<file path="config.mk">
export PLATFORM = sky130hd
export DESIGN_NAME = tsmmt_ctrl
export DESIGN_NICKNAME = d
export VERILOG_FILES = /design/src/hw/rtl/tsmmt_pkg.sv /design/src/hw/rtl/tsmmt_ctrl.sv
export SDC_FILE = /design/constraint.sdc
export NUM_CORES = 1
export LEC_CHECK = 0
export ABC_CLOCK_PERIOD_IN_PS = 3200
export BUFFER_PORTS_ARGS = -buffer_cell sky130_fd_sc_hd__buf_2
export CAP_MARGIN = 20
export CELL_PAD_IN_SITES_DETAIL_PLACEMENT = 0
export CELL_PAD_IN_SITES_GLOBAL_PLACEMENT = 1
export CORE_AREA = 2 2 39 41
export CTS_CLUSTER_DIAMETER = 40
export DETAILED_ROUTE_END_ITERATION = 10
export DIE_AREA = 0 0 41 43
export GPL_TIMING_DRIVEN = 0
export PLACE_DENSITY_LB_ADDON = 0.08
export SLEW_MARGIN = 10
export SYNTH_ARGS = -nofsm -noshare
export SYNTH_HDL_FRONTEND = slang
export SYNTH_SLANG_ARGS = --single-unit
</file>
<file path="constraint.sdc">
create_clock -name clk -period 3.2 [get_ports clk]
set_input_delay 0.64 -clock clk [delete_from_list [all_inputs] [get_ports clk]]
set_output_delay 0.64 -clock clk [all_outputs]
set_load 0.005 [all_outputs]
</file>
<file path="src/hw/rtl/tsmmt_pkg.sv">
package tsmmt_pkg;

	localparam int NUM_STREAMS_DEF = 4;
	localparam int DEPTH_DEF = 16;
	localparam int TS_BITS_DEF = 48;
	localparam int NUM_REGS = 4;
	localparam int LIMIT_W = 5;

	localparam logic [2:0] ACT_INSERT = 3'd0;
	localparam logic [2:0] ACT_EXACT = 3'd1;
	localparam logic [2:0] ACT_WITHIN = 3'd2;
	localparam logic [2:0] ACT_CLOSEST = 3'd3;
	localparam logic [2:0] ACT_CLEAR = 3'd4;

	localparam logic [1:0] ST_SUCCESS = 2'd0;
	localparam logic [1:0] ST_NOT_FOUND = 2'd1;
	localparam logic [1:0] ST_UNCONFIGURED = 2'd2;

	typedef struct packed {
		logic [2:0] action;
		logic [1:0] stream;
		logic [47:0] timestamp;
		logic [31:0] delta;
		logic [63:0] payload;
	} item_t;

	typedef struct packed {
		logic [1:0] status;
		logic [47:0] found_timestamp;
		logic [63:0] found_payload;
	} result_t;

	typedef struct packed {
		logic load;
		logic rd;
		logic eval;
		logic commit;
		logic out_load;
	} ctl_cmd_t;

	typedef struct packed {
		logic out_free;
	} dp_sts_t;

endpackage

</file>
<file path="src/hw/rtl/tsmmt_ctrl.sv">
module tsmmt_ctrl #(
	parameter int DEPTH = tsmmt_pkg::DEPTH_DEF
) (
	input logic clk,
	input logic arst_n,
	input logic item_valid,
	output logic item_stall,
	input tsmmt_pkg::dp_sts_t sts,
	output tsmmt_pkg::ctl_cmd_t cmd,
	output logic [$clog2(DEPTH)-1:0] rd_idx
);

	localparam int IW = $clog2(DEPTH);
	localparam logic [2:0] S_IDLE = 3'd0;
	localparam logic [2:0] S_SCAN = 3'd1;
	localparam logic [2:0] S_DRAIN = 3'd2;
	localparam logic [2:0] S_COMMIT = 3'd3;
	localparam logic [2:0] S_DONE = 3'd4;

	logic [2:0] state_q;
	logic [IW-1:0] idx_q;
	logic eval_s1;

	assign item_stall = (state_q != S_IDLE);
	assign rd_idx = idx_q;

	always_comb begin
		cmd.load = (state_q == S_IDLE) && item_valid;
		cmd.rd = (state_q == S_SCAN);
		cmd.eval = eval_s1;
		cmd.commit = (state_q == S_COMMIT);
		cmd.out_load = (state_q == S_DONE) && sts.out_free;
	end

	always_ff @(posedge clk or negedge arst_n) begin
		if (!arst_n) begin
			state_q <= S_IDLE;
			idx_q <= '0;
			eval_s1 <= 1'b0;
		end else begin
			eval_s1 <= (state_q == S_SCAN);
			unique case (state_q)
				S_IDLE: begin
					idx_q <= '0;
					if (item_valid) begin
						state_q <= S_SCAN;
					end
				end
				S_SCAN: begin
					idx_q <= idx_q + 1'b1;
					if (idx_q == IW'(DEPTH - 1)) begin
						state_q <= S_DRAIN;
					end
				end
				S_DRAIN: begin
					state_q <= S_COMMIT;
				end
				S_COMMIT: begin
					state_q <= S_DONE;
				end
				S_DONE: begin
					if (sts.out_free) begin
						state_q <= S_IDLE;
					end
				end
				default: begin
					state_q <= S_IDLE;
				end
			endcase
		end
	end

endmodule

</file>
==> impl_metrics.ini <==
[outcome]
status = finished clean

[synthesis]
ys_warn_count = 0
synth-seq-area-share_pct = 47.2
synth_cell_types = 21
synth.avg_cell_area_um2 = 9.64
syn-num-nets = 49
synthCells = 44
synth_area_um2 = 424
ys_seq_elements = 8

[floorplan]
core_area_um2 = 1380
row_count = 14
initial_core_util_pct = 30.7
ios = 14
die_w_um = 41
die-area_um2 = 1760
fp.dieH_um = 43

[worst_setup_path]
critPathLaunchType = flop
cp_max_fo = 10
path_class = reg2out
end_kind = output port
cp.required_ns = 2.56
worstPathArrival_ns = 1.35

[global_routing]
grt_max_degree = 11
grt_antenna_before_repair = 0
overflow = 0
grt_pass1_vias = 280
grt_first_pass_wirelength_um = 1190
gr-usage-all-layers_pct = 10.9

[timing]
relSlewSlack_pct = 83.1
fmax_ghz = 0.502
drv_slew = 0
finalClockSkew_ns = 0.00515
layout_setup_ws_ns = 1.21
hold_violations = 0
finalCritPeriodShare_pct = 62.3
hold_ws_ns = 0.218
grt_setup_unrepaired = false
layout_min_cycle_time_ns = 1.99
setup_viol = 0
worstMarginPinSlew_ns = 0.253
tns_ns = 0

[power]
p_per_area_nw_per_um2 = 803
comb_power_share_pct = 43.1
power_mw = 0.427
p_int_mw = 0.279
vdd_ir_drop_max_mv = 0.286
leakage_nw = 0.269
netSwitchingFraction_pct = 34.6
clkPwrFrac_pct = 18.2
p_sw_mw = 0.148
p_seq_share_pct = 38.7

[clock_network]
numCtsBuffers = 3
cts_max_path_buffers = 2
cts.clk_slew.worst_paths_ns = 0.06
post_cts_buffers = 0
clockRootBuffer = clkbuf_4
cts_tree = done
cts_repair_resize_count = 0
insertion_delay_ns = 0.25
h-tree-depth = 1
clkSinkCount = 8
holdBufCountCts = 0

[finish]
final.fill_count = 153
regArea_um2 = 200
area_growth_pct = 25.4
final_net_count = 67
final_layout_size_suffix_gt1_share_pct = 38.3
post-route-util_pct = 38.4
diodes = 0
multi_input_area_um2 = 196

[routing]
postRouteAntennaNets = 0
first_pass_iters = 2
drc = 0
viasPerCell = 4.51
drt-initial-drc-count = 8
vias = 343
wire_per_inst_um = 10.4
wirelength_um = 789

[hold_path]
hold_path.class = in2async

[run]
max_cap_viol_count = 0

[placed_design]
pre_cts_slack_ns = 1.48
dp_hpwl_um = 583
port_buffers = 13
gp_congestion = 0.582
layout by cell type, fill, tap and decap left out, types with 2 or more instances in the layout:
| cell | n |
|---|---|
| a21oi_1 | 2 |
| buf_2 | 14 |
| clkbuf_4 | 3 |
| dfrtp_1 | 8 |
| nand2_1 | 7 |
| nand2b_1 | 3 |
| nand3_1 | 3 |
| nor2_1 | 3 |
| nor2b_1 | 2 |
| o21ai_1 | 3 |
synthesized netlist by cell type:
| master | number | area share (%) |
|---|---|---|
| or2_4 | 1 | 2.1 |
| buf_6 | 1 | 2.7 |
| nor2b_1 | 2 | 2.9 |
| dfrtp_1 | 8 | 47 |
| and3_1 | 1 | 1.5 |
| a21oi_1 | 2 | 2.4 |
| nand3_1 | 3 | 3.5 |
| buf_4 | 1 | 1.8 |
| ha_1 | 1 | 2.9 |
| o22ai_1 | 1 | 1.5 |
| o311ai_2 | 1 | 3.8 |
| inv_1 | 1 | 0.88 |
| or3_1 | 1 | 1.5 |
| nand2_1 | 7 | 6.2 |
| nor3b_2 | 1 | 2.9 |
| o21bai_1 | 1 | 1.8 |
| nor2_1 | 3 | 2.7 |
| buf_2 | 1 | 1.2 |
| o21ai_1 | 3 | 3.5 |
| mux2_2 | 1 | 2.7 |
| nand2b_1 | 3 | 4.4 |
layout make-up:
class	count	share of cell area [%]
buffer	3	4.47
timing repair buffer	13	12.2
inverter	1	0.706
multi-input combinational	32	36.9
sequential	8	37.6
tap	16	3.76
clock buffer	3	4.24
flip-flops by register name, summed over array words and instances (netlist names):
register,flops
state_q,3
rd_idx,4
eval_s1,1
worst paths after layout:
path	endpoint	depth (start not counted)	slack (ns)	from
min reg2reg	state_q[1]	2	0.53	state_q[2]
min	rd_idx[1]	1	0.22	arst_n
min in group clk	state_q[1]	2	0.53	state_q[2]
max in group asynchronous	state_q[2]	1	2.81	arst_n
max	cmd[4]	4	1.21	state_q[0]
max reg2reg	rd_idx[0]	3	2.05	state_q[2]
critical path: stages, from the launching register on:
cell and delay [ns]:
dfrtp_1 0.37, buf_2 0.17, or3_1 0.37, nor2_1 0.09, buf_2 0.11
logic make-up (layout without fill, tap and decap cells):
group,after synthesis,after routing,synth area share [%]
adders and majority gates,1,1,2.95
DFF,8,8,47.2
muxes,1,1,2.65
and+or+nand+nor,22,22,27.7
buffers and inverters,4,20,6.49
AOI/OAI and AO/OA,8,8,13.0
layer usage:
metal	track usage [%]	vias up	share of wire, %
met4	10.0	0	1.4
met2	13.1	12	46
met3	4.71	2	8.4
met1	13.7	150	45
li1	-	179	-
met5	0	-	0
through the flow:
| stage | instances | area (um2) |
|---|---|---|
| floorplan | 44 | 424 |
| global placement | 73 | 509 |
| detailed placement | 73 | 509 |
| CTS | 76 | 532 |
| global route | 76 | 532 |
| finish | 76 | 532 |
power groups by stage:
| stage | Sequential, mW | Combinational (mW) | Clock (mW) |
|---|---|---|---|
| 6_report | 0.165 | 0.184 | 0.0777 |
| 5_1_grt | 0.171 | 0.211 | 0.0892 |
| 4_1_cts | 0.166 | 0.188 | 0.0824 |
| 3_5_place_dp | 0.168 | 0.188 | 0 |
| 3_3_place_gp | 0.168 | 0.188 | 0 |
| 2_1_floorplan | 0.165 | 0.127 | 0 |
No activity file was read; power rests on OpenSTA's default activity.
